### src/hdl/bts_pkg.sv
`timescale 1ns / 1ps
package bts_pkg;
   localparam int MAX_TREES      = 64;
   localparam int NODES_PER_TREE = 256;
   localparam int NUM_FEATURES   = 32;
   localparam int MAX_DEPTH      = 16;
   localparam int FRAC_BITS      = 16;

   localparam int TREE_W  = 6;
   localparam int NODE_W  = 8;
   localparam int FEAT_W  = 5;
   localparam int ADDR_W  = TREE_W + NODE_W;
   localparam int DEPTH_W = 7;
   localparam int CNT_W   = 7;
   localparam int ACC_W   = 40;

   localparam logic [1:0] CMD_NODE    = 2'd0;
   localparam logic [1:0] CMD_FEATURE = 2'd1;
   localparam logic [1:0] CMD_PREDICT = 2'd2;
   localparam logic [1:0] CMD_IGNORED = 2'd3;

   localparam logic [1:0] ST_OK      = 2'd0;
   localparam logic [1:0] ST_UNWRIT  = 2'd1;
   localparam logic [1:0] ST_DEPTH   = 2'd2;

   localparam logic CSR_TREES = 1'b0;
   localparam logic CSR_BASE  = 1'b1;

   localparam logic [31:0] BASE_RESET = (FRAC_BITS > 0) ? 32'(1 << (FRAC_BITS - 1)) : 32'd0;

   typedef struct packed {
      logic [1:0]        command;
      logic [TREE_W-1:0] tree_index;
      logic [NODE_W-1:0] node_index;
      logic              is_leaf;
      logic [FEAT_W-1:0] split_feature;
      logic [31:0]       node_value;
      logic [NODE_W-1:0] left_child;
      logic [NODE_W-1:0] right_child;
      logic [NODE_W-1:0] missing_child;
      logic [FEAT_W-1:0] feature_slot;
      logic [31:0]       feature_value;
      logic              feature_present;
   } cmd_type;
endpackage

### src/hdl/bts_front.sv
`timescale 1ns / 1ps
// Accepts commands into a two-entry queue; drops command 3 at the door.
module bts_front (
   input  logic             clock,
   input  logic             reset,
   input  logic             in_valid,
   output logic             in_ready,
   input  bts_pkg::cmd_type in_cmd,
   output logic             q_valid,
   input  logic             q_ready,
   output bts_pkg::cmd_type q_cmd
);
   bts_pkg::cmd_type mem_ff [2];
   logic             wp_ff, wp_in, rp_ff, rp_in;
   logic [1:0]       cnt_ff, cnt_in;
   logic             push, pop;

   assign in_ready = (cnt_ff != 2'd2);
   assign push     = in_valid && in_ready && (in_cmd.command != bts_pkg::CMD_IGNORED);
   assign q_valid  = (cnt_ff != 2'd0);
   assign pop      = q_valid && q_ready;
   assign q_cmd    = mem_ff[rp_ff];

   always_comb begin
      wp_in  = wp_ff ^ push;
      rp_in  = rp_ff ^ pop;
      cnt_in = cnt_ff + {1'b0, push} - {1'b0, pop};
   end

   always_ff @(posedge clock) begin
      if (reset) begin
         wp_ff  <= 1'b0;
         rp_ff  <= 1'b0;
         cnt_ff <= 2'd0;
      end else begin
         wp_ff  <= wp_in;
         rp_ff  <= rp_in;
         cnt_ff <= cnt_in;
      end
      if (push) mem_ff[wp_ff] <= in_cmd;
   end
endmodule

### config.mk
export PLATFORM = sky130hd
export DESIGN_NAME = bts_front
export DESIGN_NICKNAME = d
export VERILOG_FILES = /design/src/hdl/bts_pkg.sv /design/src/hdl/bts_front.sv
export SDC_FILE = /design/constraint.sdc
export NUM_CORES = 1
export LEC_CHECK = 0
export BUFFER_PORTS_ARGS = -buffer_cell sky130_fd_sc_hd__buf_2
export CAP_MARGIN = 20
export CORE_ASPECT_RATIO = 1.25
export CORE_UTILIZATION = 45
export CTS_CLUSTER_DIAMETER = 30
export CTS_CLUSTER_SIZE = 24
export DETAILED_ROUTE_END_ITERATION = 8
export PLACE_DENSITY = 0.75
export SETUP_SLACK_MARGIN = 0.15
export SKIP_CTS_REPAIR_TIMING = 1
export SLEW_MARGIN = 20
export SYNTH_ARGS = -nofsm -noshare
export SYNTH_HDL_FRONTEND = slang
export SYNTH_SLANG_ARGS = --single-unit
### constraint.sdc
create_clock -name clock -period 5.5 [get_ports clock]
set_clock_uncertainty 0.15 [all_clocks]
set_input_delay 1.1 -clock clock [delete_from_list [all_inputs] [get_ports clock]]
set_output_delay 1.1 -clock clock [all_outputs]
set_load 0.005 [all_outputs]
# Word-level counts from Yosys, hierarchy flattened
# Memories as Yosys holds them, arrays and structs flattened. A register that Yosys moved wholly into a read port is not among the register bits.
# Cells that the tools add are included.
dict set report word_totals {
  word_cells 17
  inputBits 120
  ramBits 232
  register_bits 4
  n_memories 1
}
# memory words word_bits rd rd_ports_with_merged_regs wr line
set mem_list {}
lappend mem_list {mem_ff 2 116 1 1 1 bts_front.sv:13} ;# bts_pkg::cmd_type mem_ff [2];
dict set report classes {
  addsub 2
  bitwise 2
  n_reduce_logical 4
  n_mux 3
  n_eq_ne 2
}
# cell n
set ops {}
lappend ops {{inequality test 2 bit (second input constant)} 2}
lappend ops {{logical AND 1 bit} 3}
lappend ops {{two-way mux 1 bit} 3}
lappend ops {{adder 2 x 1 -> 2 bit} 1}
lappend ops {{nonzero test 2 bit} 1}
lappend ops {{subtractor 2 x 1 -> 2 bit} 1}
lappend ops {{bitwise XOR 1 bit} 2}

# Logic depth before layout (Yosys ltp)
dict set report depth {
  depth_word 5
  ltp_mapped 7
  ltp_nobuf 7
}

# Worst setup path after synthesis
# No wires, ideal clock.
dict set report synth_path {
  kind {input-to-reg}
  start {input in_valid}
  end {memory mem_ff[0][0] (netlist name) (enable)}
  setup_slack_ps 646
  required_ps 4861
  cell_stages 3
  n_path_buf 0
  arrival_ps 4215
  path_cell_list {a21bo_4 -> a21oi_1 -> ha_1}
}
dict set report synth_via {
  elab_chain_cells 4
}
# item line
set synth_lines {}
lappend synth_lines {{start, declared} bts_front.sv:6} ;# input logic in_valid,
lappend synth_lines {{logical AND 1 bit (2 in series)} bts_front.sv:19} ;# assign push = in_valid && in_ready && (in_cmd.command != bts_pkg::CMD_IGNORED);
lappend synth_lines {{two-way mux 1 bit} bts_front.sv:40} ;# if (push) mem_ff[wp_ff] <= in_cmd;
lappend synth_lines {{two-way mux 1 bit (not written as such)} bts_front.sv:40}
lappend synth_lines {{end, declared} bts_front.sv:13}
# Every way passes these cells.

==> metrics.txt <==
share of layout cells above drive strength 1 0.620; Critical-path top delay cell dfxtp_4; post-synthesis average cell area 22.0 um^2; crit path cell chain buf_4 > mux2_2 > buf_2; Fmax 279 MHz; routed wire length 16400 um; Synth Register Bits 236; combinational family with the most area after synthesis multiplexers; Post-synth EDFFs 232; failing checks design-rule violations; Min Clock Period, post-route 3580 ps; synthesis-to-layout area growth 31.4%; Mapped Area 8580 um^2; P_leak 4.22 nW; htree depth 2; Rows 56; remaining global-route overflow 0; vias after detailed routing 4578; GP Congestion 0.699; peak supply drop 0.324 mV; syn nets 511; area leader, netlist edfxtp_1; worst path buffer plus inverter count 2; Num CTS Buffers 39; DR WL/cell 17.9 um; fin util 0.602; RSZ-0062 raised after global routing no; Synth Area in Compound Gates 0.00802; Starting DRT DRC Count 231; nature of the critical path startpoint flop; vias in the first global route 4936; largest net degree at the start of global routing 74; family with the most delay on the worst path flip-flops; simple-gate area share of the yosys netlist 0.00554; CP peak stage delay 740 ps; Cells after Synth 389; XOR/XNOR Fraction of Synth Area 0.00102; clk sinks 236; commonest non-fill, non-tap cells in the layout buf_2 (237), edfxtp_1 (232), mux2_2 (116); Clk pin slew, worst setup/hold paths 50 ps; Initial Utilization 0.458; leading post-synthesis cells by cell area edfxtp_1 (81%), mux2_2 (15%), dfxtp_1 (0.93%), buf_2 (0.76%), ha_1 (0.29%); post-detail-place hpwl 10600 um; die area 19600 um^2; Worst-Margin Slew 1020 ps; crit share post-route 0.651; status complete, but fails checks; Cell Area, Placed 10100 um^2; final setup fails 0; mux cell area share after synthesis 0.152; DIE WIDTH 125 um; drt first pass iters 6; Pwr Density 448 nW/um^2; boundary pin count 238; # port buffers 237; Chip Height 156 um; Crit Path Class flop to output port; max-slew violations 0; Longest Clk Path Bufs 3; top cell type's share of synthesized area 0.812; Synth Area in Adders 0.00292; commonest non-fill, non-tap cell in the layout buf_2; clk root buf clkbuf_16; Hold Fails Final Rpt 0; CTS tree done; Slew headroom 0.318; nets 781; Clock Latency Late Sink 490 ps; final instance area 11300 um^2; Worst Hold Class flop to flop; core box area 18700 um^2; placed cell count 850; Worst EP arrival 2330 ps; sequential cell area fraction in the yosys report 0.822; Critical Path Fanout Max 46; antenna-violating nets left 0; Crit. End Element output port; gr usage total 0.165; Yosys warnings 0; asr flop ratio synth 0; most used flip-flop cell after synthesis edfxtp_1; Final TNS setup 0 ps; initial antenna violation count 2; post-synth cell types 20; fin cells 918; max-cap violation count 0; drt drc 12; drt via density 4.99; Critical Path RT 4250 ps; global-route wire length before repair 24900 um
## worst paths after layout
check                       endpoint  slack [ps]            startpoint  cells after the start
max                        q_cmd[98]        1920      rp_ff$_SDFF_PP0_                      3
min                 wp_ff$_SDFF_PP0_         480      wp_ff$_SDFF_PP0_                      3
max reg2reg  mem_ff[0][84]$_DFFE_PP_        2900  cnt_ff[0]$_SDFF_PP0_                      4
min reg2reg         wp_ff$_SDFF_PP0_         480      wp_ff$_SDFF_PP0_                      3
## synth_stat cells, types with 2 or more instances
master,n
nor2_1,3
ha_1,2
edfxtp_1,232
a21oi_1,3
mux2_2,116
buf_2,13
nand2_1,3
inv_1,2
dfxtp_1,4
## worst min-delay path, cell delays in order, from the launching register on
cell     delay [ps]
dfxtp_1         310
inv_1           100
ha_4            130
nor2_1           40
## sequential cells by signal (all words and copies together), names as in the netlist
register  count
rp_ff         1
mem_ff      232
cnt_ff        2
wp_ff         1
## through the flow
step / total power, mW / setup slack [ps] / hold WS (ps)
2_1_floorplan: 2.60 / 646 / 373
3_3_place_gp: 2.87 / 2000 / 435
3_5_place_dp: 2.90 / 1890 / 478
4_1_cts: 5.11 / 1840 / 485
5_1_grt: 5.25 / 1770 / 500
6_report: 5.05 / 1920 / 480
## layer usage
metal,track usage,wire [um],part of all wire,up-vias
li1,-,-,-,2106
met5,0,14,0.00085,-
met1,0.174,5790,0.35,2255
met3,0.0526,1270,0.077,38
met4,0.0749,482,0.029,2
met2,0.302,8880,0.54,177
## kinds of logic after synthesis
| group | after synthesis |
|---|---|
| XOR/XNOR | 1 |
| buffers and inverters | 15 |
| AND/OR/NAND/NOR | 10 |
| adder cells (fa/ha/maj) | 2 |
| flip-flops | 236 |
| multiplexers | 116 |
| AO/OA/AOI/OAI | 9 |
## report_power, final
group          leakage (nW)  internal, mW  switching, mW
Combinational          1.46         0.336          0.304
Sequential             2.18          2.15         0.0615
Clock                 0.579          1.40          0.795
Total                  4.22          3.89           1.16
## area by class of cell
type                    count  area (um^2)
clock inverters            25          223
repair buffers            242         1240
flip-flops and latches    236         7050
clock buffers              42          987
diodes                      1         2.50
inverters                   2         7.51
well taps                 232          290
fillers                  1367         7440
multi-input cells         138         1470
No activity file was read; power rests on OpenSTA's default activity.
